$ cat src/sv/assert_macros.svh
// ----------------------------------------------------------------------------
// Assertion macros
// Clocked property checks that compile away when SYNTHESIS is defined.
// ----------------------------------------------------------------------------
`ifndef ASSERT_MACROS_SVH
`define ASSERT_MACROS_SVH

`ifndef SYNTHESIS

// Property check that is switched off while reset is high.
`define ASSERT_CLK_RST(label, clk, rst, prop, msg) \
   label: assert property (@(posedge clk) disable iff (rst) prop) else $error(msg);

// Property check that is evaluated at every rising clock edge.
`define ASSERT_CLK(label, clk, prop, msg) \
   label: assert property (@(posedge clk) prop) else $error(msg);

`else

`define ASSERT_CLK_RST(label, clk, rst, prop, msg)
`define ASSERT_CLK(label, clk, prop, msg)

`endif

`endif

$ cat src/sv/chacha_pkg.sv
// ----------------------------------------------------------------------------
// ChaCha20 block function package
// Shared types, constants and the half-quarter-round helper.
// ----------------------------------------------------------------------------
package chacha_pkg;

   // Sizes of the block state and the round schedule.
   localparam int unsigned NUM_WORDS  = 16;
   localparam int unsigned NUM_LANES  = 4;
   localparam int unsigned NUM_KEYS   = 4;
   localparam int unsigned ROUNDS     = 20;
   localparam int unsigned ROUND_W    = 5;
   localparam int unsigned IDX_W      = 4;
   localparam int unsigned CSR_IDX_W  = 2;
   localparam int unsigned CSR_DATA_W = 64;

   localparam logic [ROUND_W-1:0] LAST_ROUND = ROUND_W'(ROUNDS - 1);
   localparam logic [IDX_W-1:0]   LAST_WORD  = IDX_W'(NUM_WORDS - 1);

   typedef logic [31:0] word_type;

   // The four fixed words "expand 32-byte k".
   localparam word_type SIGMA [NUM_LANES] = '{
      32'h61707865, 32'h3320646e, 32'h79622d32, 32'h6b206574
   };

   // Input word: block counter and nonce.
   typedef struct packed {
      logic [31:0] block_counter;
      logic [31:0] nonce_word_0;
      logic [31:0] nonce_word_1;
      logic [31:0] nonce_word_2;
   } req_word_type;

   // Result word: one keystream word with its position.
   typedef struct packed {
      logic [31:0]      keystream_word;
      logic [IDX_W-1:0] word_index;
      logic             last_word;
   } rsp_word_type;

   // Controller states.
   typedef enum logic [1:0] {
      ST_IDLE,
      ST_ROUND,
      ST_FINAL,
      ST_EMIT
   } cc_state_type;

   // Commands from the controller to the datapath.
   typedef struct packed {
      logic             load;
      logic             round;
      logic             second_half;
      logic             diagonal;
      logic             finalize;
      logic             emit;
      logic [IDX_W-1:0] word_index;
   } dp_cmd_type;

   // Status from the datapath to the controller.
   typedef struct packed {
      logic out_free;
   } dp_status_type;

   // The four words that one quarter round works on.
   typedef struct packed {
      word_type a;
      word_type b;
      word_type c;
      word_type d;
   } quad_type;

   // Half a quarter round: two add, xor, rotate steps. The first half rotates
   // by 16 and 12, the second half by 8 and 7.
   function automatic quad_type qr_half(input quad_type q, input logic second);
      quad_type r;
      word_type dx;
      word_type bx;
      r.a = q.a + q.b;
      dx  = q.d ^ r.a;
      r.d = second ? {dx[23:0], dx[31:24]} : {dx[15:0], dx[31:16]};
      r.c = q.c + r.d;
      bx  = q.b ^ r.c;
      r.b = second ? {bx[24:0], bx[31:25]} : {bx[19:0], bx[31:20]};
      return r;
   endfunction

endpackage

$ cat src/sv/chacha_ctrl.sv
// ----------------------------------------------------------------------------
// ChaCha20 controller
// Sequences state load, twenty rounds in half-quarter-round steps, the final
// addition and the emission of sixteen words.
// ----------------------------------------------------------------------------
module chacha_ctrl (
   input  logic                   clock,
   input  logic                   reset,
   input  logic                   req_valid,
   output logic                   req_stall,
   input  chacha_pkg::dp_status_type status,
   output chacha_pkg::dp_cmd_type    cmd
);

   chacha_pkg::cc_state_type state_ff, state_in;
   logic [chacha_pkg::ROUND_W-1:0] round_ff, round_in;
   logic                           half_ff, half_in;
   logic [chacha_pkg::IDX_W-1:0]   idx_ff, idx_in;

   // Control registers.
   always_ff @(posedge clock) begin
      if (reset) begin
         state_ff <= chacha_pkg::ST_IDLE;
         round_ff <= '0;
         half_ff  <= 1'b0;
         idx_ff   <= '0;
      end else begin
         state_ff <= state_in;
         round_ff <= round_in;
         half_ff  <= half_in;
         idx_ff   <= idx_in;
      end
   end

   // Next state.
   always_comb begin
      state_in = state_ff;
      unique case (state_ff)
         chacha_pkg::ST_IDLE: begin
            if (req_valid) state_in = chacha_pkg::ST_ROUND;
         end
         chacha_pkg::ST_ROUND: begin
            if (half_ff && round_ff == chacha_pkg::LAST_ROUND) begin
               state_in = chacha_pkg::ST_FINAL;
            end
         end
         chacha_pkg::ST_FINAL: begin
            state_in = chacha_pkg::ST_EMIT;
         end
         chacha_pkg::ST_EMIT: begin
            if (status.out_free && idx_ff == chacha_pkg::LAST_WORD) begin
               state_in = chacha_pkg::ST_IDLE;
            end
         end
      endcase
   end

   // Round and word counters.
   always_comb begin
      round_in = round_ff;
      half_in  = half_ff;
      idx_in   = idx_ff;
      unique case (state_ff)
         chacha_pkg::ST_ROUND: begin
            half_in = ~half_ff;
            if (half_ff) begin
               round_in = (round_ff == chacha_pkg::LAST_ROUND) ? '0 : round_ff + 1'b1;
            end
         end
         chacha_pkg::ST_EMIT: begin
            if (status.out_free) idx_in = idx_ff + 1'b1;
         end
         default: begin
            round_in = '0;
            half_in  = 1'b0;
            idx_in   = '0;
         end
      endcase
   end

   // Outputs: commands to the datapath and the input stall.
   always_comb begin
      req_stall        = (state_ff != chacha_pkg::ST_IDLE);
      cmd.load         = (state_ff == chacha_pkg::ST_IDLE) && req_valid;
      cmd.round        = (state_ff == chacha_pkg::ST_ROUND);
      cmd.second_half  = half_ff;
      cmd.diagonal     = round_ff[0];
      cmd.finalize     = (state_ff == chacha_pkg::ST_FINAL);
      cmd.emit         = (state_ff == chacha_pkg::ST_EMIT) && status.out_free;
      cmd.word_index   = idx_ff;
   end

endmodule

$ cat config.mk
export PLATFORM = sky130hd
export DESIGN_NAME = chacha_ctrl
export DESIGN_NICKNAME = d
export VERILOG_FILES = /design/src/sv/assert_macros.svh /design/src/sv/chacha_pkg.sv /design/src/sv/chacha_ctrl.sv
export SDC_FILE = /design/constraint.sdc
export NUM_CORES = 1
export LEC_CHECK = 0
export BUFFER_PORTS_ARGS = -buffer_cell sky130_fd_sc_hd__buf_4
export CAP_MARGIN = 20
export CORE_MARGIN = 2
export CORE_UTILIZATION = 56
export DETAILED_ROUTE_END_ITERATION = 6
export HOLD_SLACK_MARGIN = 0.05
export PLACE_DENSITY = 0.81
export SYNTH_ARGS = -nofsm -noshare
export SYNTH_HDL_FRONTEND = slang
export SYNTH_SLANG_ARGS = --single-unit
$ cat constraint.sdc
create_clock -name clock -period 4.48 [get_ports clock]
set_clock_uncertainty 0.1 [all_clocks]
set_input_delay 0.448 -clock clock [delete_from_list [all_inputs] [get_ports clock]]
set_output_delay 0.448 -clock clock [all_outputs]
set_load 0.05 [all_outputs]
## After elaboration in Yosys (flattened, before gate mapping)

Cells that the tools add are included.
W data, S select, Z words.

| word-level totals | value |
|---|---|
| output and inout bits | 11 |
| register bits | 12 |
| memory bits (writable) | 0 |
| word-level logic and storage cells | 38 |
| latch bits | 0 |
| ROM bits | 0 |
| memories kept | 0 |

| cells by class | value |
|---|---|
| add/subtract/negate cells | 2 |
| multipliers | 0 |
| bitwise operators | 3 |
| divide/modulo/power cells | 0 |
| reduce and logical (&&, ||, !) cells | 9 |
| magnitude comparators | 0 |
| multiplexer cells | 10 |
| shift operators | 0 |
| eq/ne operators | 10 |

Operator list:

| cell | count |
|---|---|
| $mux W5 | 2 |
| $pmux W5 S2 | 1 |
| $pmux W2 S4 | 1 |
| $pmux W4 S2 | 1 |
| $mux W2 | 3 |
| $ne A2 B2 Y1 const B | 3 |
| $add A5 B1 Y5 const B | 1 |
| $eq A5 B5 Y1 const B | 1 |
| $add A4 B1 Y4 const B | 1 |
| $eq A2 B2 Y1 const B | 2 |
| $eq A4 B4 Y1 const B | 1 |
| $logic_and A1 B1 Y1 | 4 |
| $mux W4 | 1 |
| $ne A2 B1 Y1 const B | 2 |
| $reduce_and A2 Y1 | 2 |
| $not A1 Y1 | 3 |
| $reduce_and A3 Y1 | 1 |
| $eq A2 B1 Y1 const B | 1 |
| $logic_not A2 Y1 | 1 |
| $pmux W1 S2 | 1 |
| $reduce_bool A2 Y1 | 1 |

## Logic depth before layout (Yosys ltp)

| logic depth | value |
|---|---|
| depth in word-level cells | 4 |
| mapped depth | 7 |
| depth with buffers taken out | 6 |

## Worst setup path after synthesis

OpenSTA, ideal clock, no wires.

| timing | value |
|---|---|
| path kind | register to register |
| from | register state_ff[1] |
| to | register round_ff[2] in the netlist's numbering |
| setup slack | 2.683 ns |
| arrival time | 1.626 ns |
| cell stages (with the launch flop) | 8 |
| library setup time | 0.071 ns |
| buffers on the path | 1 |
| clock period less this slack | 1.797 ns |
| required time | 4.309 ns |
| cells stage by stage | dfxtp_1 -> inv_1 -> ha_1 -> buf_6 -> inv_2 -> a41oi_4 -> nand4bb_1 -> a21oi_1 |

RTL lines:

| what | line | source |
|---|---|---|
| start, declared | chacha_ctrl.sv:15 | `chacha_pkg::cc_state_type state_ff, state_in;` |
| start signal, assigned | chacha_ctrl.sv:23 | `state_ff <= chacha_pkg::ST_IDLE;` |
| start signal, assigned | chacha_ctrl.sv:28 | `state_ff <= state_in;` |
| end signal, assigned | chacha_ctrl.sv:29 | `round_ff <= round_in;` |
| end, declared | chacha_ctrl.sv:16 | `logic [chacha_pkg::ROUND_W-1:0] round_ff, round_in;` |

==> impl_results.md <==
* Top area cells in the synthesized netlist: dfxtp_1, ha_1, nor2_1, o41ai_2, a41oi_4
* I/O Pins at 15
* Drt pass-1 iters at 5
* Crit end category: primary output
* Post-synth top area cell: dfxtp_1
* Slew HR at 71.3%
* Met1 Use GR at 24.3%
* Leak Pwr at 0.369 nW
* Routed vias at 680
* GP Congestion at 0.790
* Peak supply drop at 0.282 mV
* Largest net degree at the start of global routing at 15
* Post-CTS Setup Bufs at 0
* Via density at 6.02
* Vias in the first global route at 629
* Max-cap violations at 0
* Nets at 111
* FP Rows at 13
* Critical Path RT at 3930 ps
* Post-route non-filler standard cell count at 113
* Hold Vio Cnt, Final at 0
* Hold Path Class: input port to flip-flop
* Sequential area share after synthesis at 30.5%
* Syn nets at 98
* Post-Syn Instances at 87
* Crit Path Class: flip-flop to primary output
* Routed Antenna Nets at 0
* Worst skew pair latency at 270 ps
* # H-tree levels at 1
* FF+latch count, synth at 12
* Gr usage total at 21.2%
* Most frequent cell after synthesis: dfxtp_1
* DP HPWL at 1180 µm
* First-pass GRT wire length at 2780 µm
* Share of the synthesized area in the top cell type at 30.5%
* Inserted Clock Buffers at 3
* Tightest Pin Transition at 431 ps
* Die area at 1720 µm²
* CTS Buffer Depth at 2
* Fin Setup TNS at 0 ps
* Initial DRC count at 24
* RSZ-0062 raised after global routing: no
* Fin. max-slew vios at 0
* Synth cell count leaders: dfxtp_1, nor2_1, ha_1
* Fmax at 497 MHz
* Layout cells sized above 1 at 26.5%
* I/O Buffers at 14
* Die X at 41.5 µm
* Worst-path clk slew at 70 ps
* CTS tree: yes
* Busiest layer in global routing: met2
* Crit path launch type: flip-flop
* Core Area at 1300 µm²
* GRT met3 Usage at 6.52%
* Crit-path max FO at 14
* Clock sink total at 12
* Initial Util at 60.5%
* Fin crit period at 2010 ps
* Die H at 41.5 µm
* Syn Area/Cell at 9.05 µm²
* Final period util at 44.9%
* Resized cells post-CTS at 0
* Detailed Route WL at 1590 µm
* Yosys warns at 0
* Post-synthesis async set-or-reset flop share at 0%
* Initial antenna violation count at 0
* Grt total ovfl at 0
* Pwr Density at 486 nW/µm²
* Synth unique cells at 37
* DRC viols at 0
* Status: complete, no violations
* CTS root buffer: clkbuf_4
* WL/cell at 14.0 µm
* Post-synth EDFFs at 0
* Hold_buf cts at 0
* Post-synth top flop: dfxtp_1
* Met2 usage at 35.0%
* Arrival time of the worst setup path at 1460 ps
* Synthesis-to-finish area growth at 13.2%
* Final setup fails at 0
* # diodes at 0
* Placed cells at 110
* Mapped Area at 787 µm²
==> report_power, final <==
group,internal [W],leakage [nW],switching [W]
combinational,0.0000761,0.258,0.000163
clock,0.0000311,0.0138,0.0000343
sequential,0.000117,0.0971,0.0000120
==> routing by layer <==
layer	vias up	share of wire, %
met5	-	0
met4	0	2.0
met3	5	4.5
met2	17	51
met1	321	42
li1	337	-
==> cells in the final DEF (no fill, tap or decap), types with 2 or more instances in the layout <==
cell type,count
nand3_1,3
and2_1,2
o41ai_2,2
ha_1,7
a31o_1,2
clkbuf_4,3
o21ai_0,3
nor2b_1,2
nor2_1,9
dfxtp_1,12
a22oi_1,3
a21oi_1,5
inv_1,4
inv_2,2
xnor2_1,2
a21o_1,2
nand2_1,4
buf_4,14
==> kinds of logic after synthesis <==
kind of cell,share of synthesized area (%)
flops,30.5
fa+ha+maj,11.1
mux,1.27
xor+xnor,2.23
buf+inv,8.27
simple gates,21.3
compound gates,25.3
==> flip-flops by register name (all words and copies together) (netlist names) <==
signal / flops
round_ff: 5
state_ff: 2
half_ff: 1
idx_ff: 4
==> metrics by stage <==
| stage | worst slack, ps | util (%) | instance area [µm²] | hold WS [ps] | power (W) |
|---|---|---|---|---|---|
| final | 2470 | 68.5 | 891 | 360 | 0.000433 |
| after global routing | 2360 | 68.5 | 891 | 362 | 0.000462 |
| after CTS | 2460 | 68.5 | 891 | 363 | 0.000436 |
| after detailed placement | 2730 | 66.7 | 868 | 416 | 0.000371 |
| after global placement | 2790 | 66.7 | 868 | 410 | 0.000365 |
| after floorplan | 2680 | - | 787 | 392 | 0.000328 |
==> layout make-up <==
cell class	count	area [µm²]
Multi-Input combinational cell	63	482
Timing Repair Buffer	14	105
Inverter	6	22.5
Sequential cell	12	240
Fill cell	115	410
Tap cell	15	18.8
Clock buffer	3	22.5
==> final timing paths <==
path / from / endpoint / slack, ps / cells past startpoint
worst min-delay path: reset / round_ff[2]$_SDFFE_PP0P_ / 360 / 2
worst min register to register: round_ff[2]$_SDFFE_PP0P_ / round_ff[2]$_SDFFE_PP0P_ / 420 / 2
worst max register to register: state_ff[1]$_SDFFE_PP0P_ / idx_ff[3]$_SDFFE_PP0P_ / 2710 / 5
worst max-delay path: state_ff[0]$_SDFFE_PP0P_ / cmd[4] / 2470 / 3
==> worst max-delay path, stage by stage (launching register included) <==
cell and delay, ps:
dfxtp_1 370, ha_1 440, and2_1 190, buf_4 190
Power figures use the tool's default switching activity.
